**config.mk**
```make
export PLATFORM = sky130hd
export DESIGN_NAME = fsw_front
export DESIGN_NICKNAME = d
export VERILOG_FILES = /design/src/fsw_pkg.sv /design/src/fsw_front.sv
export SDC_FILE = /design/constraint.sdc
export NUM_CORES = 1
export LEC_CHECK = 0
export BUFFER_PORTS_ARGS = -buffer_cell sky130_fd_sc_hd__buf_2
export CORE_AREA = 2 2 102 104
export DETAILED_ROUTE_END_ITERATION = 7
export DIE_AREA = 0 0 104 106
export PLACE_DENSITY = 0.69
export SYNTH_ARGS = -nofsm -noshare
export SYNTH_HDL_FRONTEND = slang
export SYNTH_SLANG_ARGS = --single-unit
```
**constraint.sdc**
```tcl
create_clock -name clk -period 4.3 [get_ports clk]
set_input_delay 0.645 -clock clk [delete_from_list [all_inputs] [get_ports clk]]
set_output_delay 0.645 -clock clk [all_outputs]
set_load 0.02 [all_outputs]
```
**src/fsw_pkg.sv**
```systemverilog
// ----------------------------------------------------------------------------
// fsw_pkg
// Shared types and constants for the FAT cluster-chain seek block.
// ----------------------------------------------------------------------------
package fsw_pkg;

	localparam int TABLE_BYTES = 8192;
	localparam int TAB_AW      = $clog2(TABLE_BYTES);
	// walk addresses reach 3*65535/2+1 and 2*65535+1, both below 2^17
	localparam int WALK_AW     = 17;
	localparam int CFG_IW      = 3;

	typedef enum logic [CFG_IW-1:0] {
		REG_BPS   = 3'd0,
		REG_SPC   = 3'd1,
		REG_START = 3'd2,
		REG_LEN   = 3'd3,
		REG_KIND  = 3'd4
	} cfg_reg_t;

	localparam logic [1:0] KIND_FAT12 = 2'd0;
	localparam logic [1:0] KIND_FAT16 = 2'd1;

	localparam logic ACT_WRITE = 1'b0;
	localparam logic ACT_SEEK  = 1'b1;

	localparam logic [7:0] NIB_LO = 8'h0F;
	localparam logic [7:0] NIB_HI = 8'hF0;

	typedef struct packed {
		logic        action;
		logic [12:0] table_address;
		logic [7:0]  table_byte;
		logic [31:0] seek_offset;
	} in_t;

	typedef struct packed {
		logic [31:0] returned_offset;
		logic        clamped;
		logic [15:0] current_cluster;
		logic [6:0]  sector_idx;
		logic [11:0] byte_in_sector;
	} out_t;

	typedef struct packed {
		logic [12:0] bps;
		logic [7:0]  spc;
		logic [15:0] start;
		logic [31:0] len;
		logic [1:0]  kind;
	} cfg_t;

	typedef struct packed {
		logic ram_we;
		logic div_busy;
		logic walking;
	} stat_t;

endpackage

```
**src/fsw_front.sv**
```systemverilog
// ----------------------------------------------------------------------------
// fsw_front
// Input side: two-entry queue that takes items and hands them to the back.
// ----------------------------------------------------------------------------
module fsw_front import fsw_pkg::*; (
	input  logic clk,
	input  logic arst_n,
	input  logic push,
	input  in_t  request,
	output logic full,
	output logic q_valid,
	output in_t  q_item,
	input  logic take
);

	in_t        ent_q [2];
	logic       wr_q;
	logic       rd_q;
	logic [1:0] cnt_q;
	logic       do_push;
	logic       do_take;

	assign full    = cnt_q == 2'd2;
	assign do_push = push && !full;
	assign q_valid = cnt_q != 2'd0;
	assign do_take = take && q_valid;
	assign q_item  = ent_q[rd_q];

	always_ff @(posedge clk or negedge arst_n) begin
		if (!arst_n) begin
			wr_q  <= 1'b0;
			rd_q  <= 1'b0;
			cnt_q <= '0;
		end else begin
			if (do_push) begin
				wr_q <= !wr_q;
			end
			if (do_take) begin
				rd_q <= !rd_q;
			end
			cnt_q <= cnt_q + {1'b0, do_push} - {1'b0, do_take};
		end
	end

	always_ff @(posedge clk) begin
		if (do_push) begin
			ent_q[wr_q] <= request;
		end
	end

endmodule

```
Word-level counts from Yosys, hierarchy flattened
Memories as Yosys holds them, arrays and structs flattened.
Index checks and enable logic that the tools add are counted.
{"block": "totals", "regBits": 4, "latchBits": 0, "ram_bits": 108, "romBits": 0, "inputBits": 58, "out_inout_bits": 56, "mem_count": 1}
{"block": "op_classes", "n_addsub": 2, "multipliers": 0, "n_div": 0, "magnitude_cmp": 0, "n_eq_ne": 1, "shift": 0, "n_mux": 2, "n_bitwise": 0, "n_reduce_logical": 6}
{"name": "ent_q", "words": 2, "width": 54, "rd": 1, "rd_ports_with_merged_regs": 0, "wr": 1, "line_no": "fsw_front.sv:16", "rtl": "in_t ent_q [2];"}
{"operator": "zero test 1 bit", "n": 3}
{"operator": "adder 2 x 1 -> 2 bit", "n": 1}
{"operator": "== test 2 bit, second input constant", "n": 1}
{"operator": "logical AND 1 bit", "n": 2}
{"operator": "two-way mux 1 bit", "n": 2}
{"operator": "nonzero test 2 bit", "n": 1}
{"operator": "subtractor 2 x 1 -> 2 bit", "n": 1}

Depth between registers and ports, before layout
{"block": "depth", "depth_word": 5, "depth_mapped": 7, "ltp_nobuf": 7}

Worst setup path before layout
No wires, ideal clock.
{"block": "synth_timing", "path_type": "input -> register", "from": "input port push", "to": "memory ent_q[0][0] (netlist name) (enable)", "setup_ns": 0.466, "t_arrival_ns": 3.001, "required_time_ns": 3.834, "setup_slack_ns": 0.833, "stages": 2, "n_path_buf": 0, "path_cell_list": "nand2_1 nor2_1"}
{"block": "synth_via", "elab_chain_cells": 3}
{"element": "start: declaration", "line_no": "fsw_front.sv:8", "rtl": "input logic push,"}
{"element": "logical AND 1 bit", "line_no": "fsw_front.sv:24", "rtl": "assign do_push = push && !full;"}
{"element": "two-way mux 1 bit", "line_no": "fsw_front.sv:46", "rtl": "if (do_push) begin"}
{"element": "two-way mux 1 bit (not written as such)", "line_no": "fsw_front.sv:47", "rtl": "ent_q[wr_q] <= request;"}
{"element": "end: declaration", "line_no": "fsw_front.sv:16"}
Every way passes these cells.

==> results.txt <==
----------------------------------------------------
[Status]
  Outcome ... finished, final reports clean

[Synth]
  Post-synthesis net count ... 246
  Mapped Avg Cell Area ... 23.4 sq um
  Top area cells in the synthesized netlist ... sky130_fd_sc_hd__edfxtp_1 (75%), sky130_fd_sc_hd__mux2_4 (17%), sky130_fd_sc_hd__buf_12 (2.3%), sky130_fd_sc_hd__dfrtp_1 (2.3%), sky130_fd_sc_hd__mux2_2 (1.3%)
  Post-synth design cell area ... 4350 sq um
  Total number of yosys warnings ... 0
  Cell count after synthesis ... 186
  Sequential area share after synthesis ... 0.769
  Yosys reg bits ... 112
  Most area-hungry cell type in the Yosys netlist ... sky130_fd_sc_hd__edfxtp_1
  Distinct cell type count after synthesis ... 16
  Top cell type's share of synthesized area ... 0.746

[Die]
  Die Footprint ... 11000 sq um
  Core area ... 10000 sq um
  Row count ... 37
  Initial Util ... 0.435
  Width of the die ... 104 um
  Top-level I/O count ... 114
  Overall die height ... 106 um

[Cells and area]
  Post-route standard cell area excluding fillers ... 5170 sq um
  Post-Layout Cell Count ... 447
  Net count, final ... 366
  Area growth from synthesis to final layout ... 18.9%
  Fraction of layout instances using a drive strength above 1 ... 0.603

[STA]
  Hold violation count in the final report ... 0
  Worst clock skew on the final layout ... 0.0149 ns
  Count of endpoints failing setup in the final report ... 0
  Worst Tran Pin Value ... 1.01 ns
  Setup TNS after final layout ... 0 ns
  Minimum period implied by the final worst setup slack ... 2.74 ns
  Fraction of the cycle the final worst path needs ... 0.636
  Normalized max-slew margin ... 0.329
  Max Freq ... 366 MHz
  Setup repair after global routing missed its margin ... false
  Max-slew violation count ... 0

[Place]
  Post-Place Cells ... 431
  Count of input and output buffers ... 113
  Weighted congestion reported at the end of routability-driven placement ... 0.699
  DPL Wire Length ... 4.51 mm
  Post-DP Area ... 5000 sq um

[Worst setup path]
  Max FO, Critical Path ... 55
  Path depth of the worst reg2reg path ... 4
  Largest stage delay on the critical path ... 1.10 ns
  Series of cell instances along the critical path ... mux2_2, buf_2
  Launch instance of the worst register-to-register path ... cnt_q[1]$_DFF_PN0_
  Slack of the worst reg-to-reg path ... 2.15 ns
  Crit path kind ... flip-flop to output pin
  Critical Path Source Type ... flip-flop
  Cell family with the largest share of critical-path delay ... flip-flops
  Endpoint of the most critical setup path ... q_item[53]
  Cell depth of the worst setup path ... 2
  Critical path launch point ... rd_q$_DFFE_PN0P_
  Kind of end point of the critical path ... output pin
  Endpoint of the worst register-to-register path ... ent_q[0][50]$_DFFE_PP_
  Cell with the biggest individual delay on the critical path ... sky130_fd_sc_hd__dfrtp_4
  Critical path required time ... 3.65 ns
  Worst path bufs/invs ... 1
  CP arrival ... 2.09 ns

[Clock network]
  CTS tree ... yes
  Latest clock arrival within the worst-skew pair ... 0.37 ns
  Level count of the clock H-tree ... 3
  Clock input transition at the sequential cells of the worst setup and hold paths ... 0.09 ns
  Hold_buf cts ... 0
  Total of cells resized after clock tree synthesis ... 0
  Cts bufs inserted ... 9
  Deepest clock path buffer count ... 2
  Post-CTS setup-driven buffer insertion count ... 0
  Root Buffer Master ... sky130_fd_sc_hd__clkbuf_8
  Clk sinks ... 112

[Global routing]
  Pin count of the biggest net entering global routing ... 56
  Remaining global-route overflow ... 0
  Via count of the first global-routing pass ... 2107
  Overall fraction of global-route tracks in use ... 0.130
  Global-route wire length before repair ... 10.8 mm
  Initial antenna violation count ... 1

[Detailed routing]
  Drt via density ... 4.64
  Number of design-rule violations left by the first detailed-router iteration ... 52
  Drt drc ... 0
  WL per Instance ... 15.6 um
  Via count ... 2076
  Number of antenna-violating nets in the routed design ... 0
  Router iterations before antenna repair ... 4
  Post-Route WL ... 6.99 mm

[Worst hold path]
  Class of the tightest hold or removal check ... input port to async pin

[Power]
  Leakage power of the design ... 2.07 nW
  Power density normalized to cell area ... 674 nW/um^2
  Worst vdd rail ir drop ... 0.652 mV

[Flow run]
  Max-cap check violation count ... 0

----------------------------------------------------
[per-stage QoR]
stage          total power [mW]  setup WS (ns)  hold WS (ns)  utilization
3_5_place_dp               2.98           1.94         0.461        0.500
3_3_place_gp               2.96           1.96         0.455        0.500
6_report                   3.49           1.56        0.0714        0.517
4_1_cts                    3.54           1.53        0.0597        0.517
2_1_floorplan              2.70          0.833         0.349            -
5_1_grt                    3.68           1.46        0.0540        0.517
[worst register-to-register path, cell delays in order (launching register included)]
cell                       delay (ns)
sky130_fd_sc_hd__dfrtp_1         0.41
sky130_fd_sc_hd__nand2b_1        0.13
sky130_fd_sc_hd__nand2_1         0.16
sky130_fd_sc_hd__nor2_4          0.55
sky130_fd_sc_hd__buf_4           0.53
[kinds of logic (layout without fill, tap and decap cells)]
group	Yosys count	after routing	share of synthesized area
flops	112	112	0.769
mux	54	54	0.182
buf+inv	8	132	0.0273
simple gates	6	6	0.00806
xor+xnor	4	4	0.00806
fa+ha+maj	2	2	0.00575
other cells	0	1	0
[cell usage after synthesis]
cell type and n:
sky130_fd_sc_hd__dfrtp_1 4, sky130_fd_sc_hd__xnor2_1 3, sky130_fd_sc_hd__mux2_4 49, sky130_fd_sc_hd__buf_12 5, sky130_fd_sc_hd__nor2_1 1, sky130_fd_sc_hd__or2_1 1
sky130_fd_sc_hd__buf_6 1, sky130_fd_sc_hd__nand2b_1 1, sky130_fd_sc_hd__inv_1 2, sky130_fd_sc_hd__xor2_1 1, sky130_fd_sc_hd__mux2_2 5, sky130_fd_sc_hd__nand2_1 1
sky130_fd_sc_hd__edfxtp_1 108, sky130_fd_sc_hd__and3_1 1, sky130_fd_sc_hd__and2_4 1, sky130_fd_sc_hd__ha_1 2
[layout make-up]
class | count | area (sq um)
Fill cell | 866 | 4830
Sequential cell | 112 | 3350
Antenna cell | 1 | 2.50
Clock buffer | 10 | 128
Inverter | 2 | 7.51
Tap cell | 136 | 170
Clock inverter | 5 | 40.0
Multi-Input combinational cell | 66 | 896
Timing Repair Buffer | 115 | 581
[cell usage in the layout (no fill, tap or decap), types with 3 or more instances in the layout]
cell type	n
sky130_fd_sc_hd__mux2_2	5
sky130_fd_sc_hd__dfrtp_1	3
sky130_fd_sc_hd__mux2_4	49
sky130_fd_sc_hd__xnor2_1	3
sky130_fd_sc_hd__clkbuf_8	9
sky130_fd_sc_hd__edfxtp_1	108
sky130_fd_sc_hd__inv_6	3
sky130_fd_sc_hd__buf_2	113
[flip-flops by register name, summed over array words and instances, names as in the netlist]
name / flops
wr_q: 1
ent_q: 108
rd_q: 1
cnt_q: 2
[power by group]
group,switching (mW),internal (mW)
Clock,0.345,0.215
Combinational,0.631,0.603
Sequential,0.201,1.49
Total,1.18,2.31
[worst min path at each step]
stage / startpoint / end / depth (start not counted)
6_report: arst_n / rd_q$_DFFE_PN0P_ / 1
5_1_grt: arst_n / cnt_q[1]$_DFF_PN0_ / 1
4_1_cts: arst_n / rd_q$_DFFE_PN0P_ / 1
3_5_place_dp: arst_n / cnt_q[1]$_DFF_PN0_ / 1
3_3_place_gp: arst_n / wr_q$_DFFE_PN0N_ / 1
2_1_floorplan: arst_n / cnt_q[0]$_DFF_PN0_ / 0
[per-layer routing]
metal / up-vias / track usage / routed length, um
met5: - / 0 / 0
met4: 0 / 0.0492 / 110
met3: 10 / 0.0484 / 494
met2: 83 / 0.206 / 3360
met1: 1017 / 0.164 / 3020
li1: 966 / - / -
Note: power is estimated with default switching activity, not from simulation.
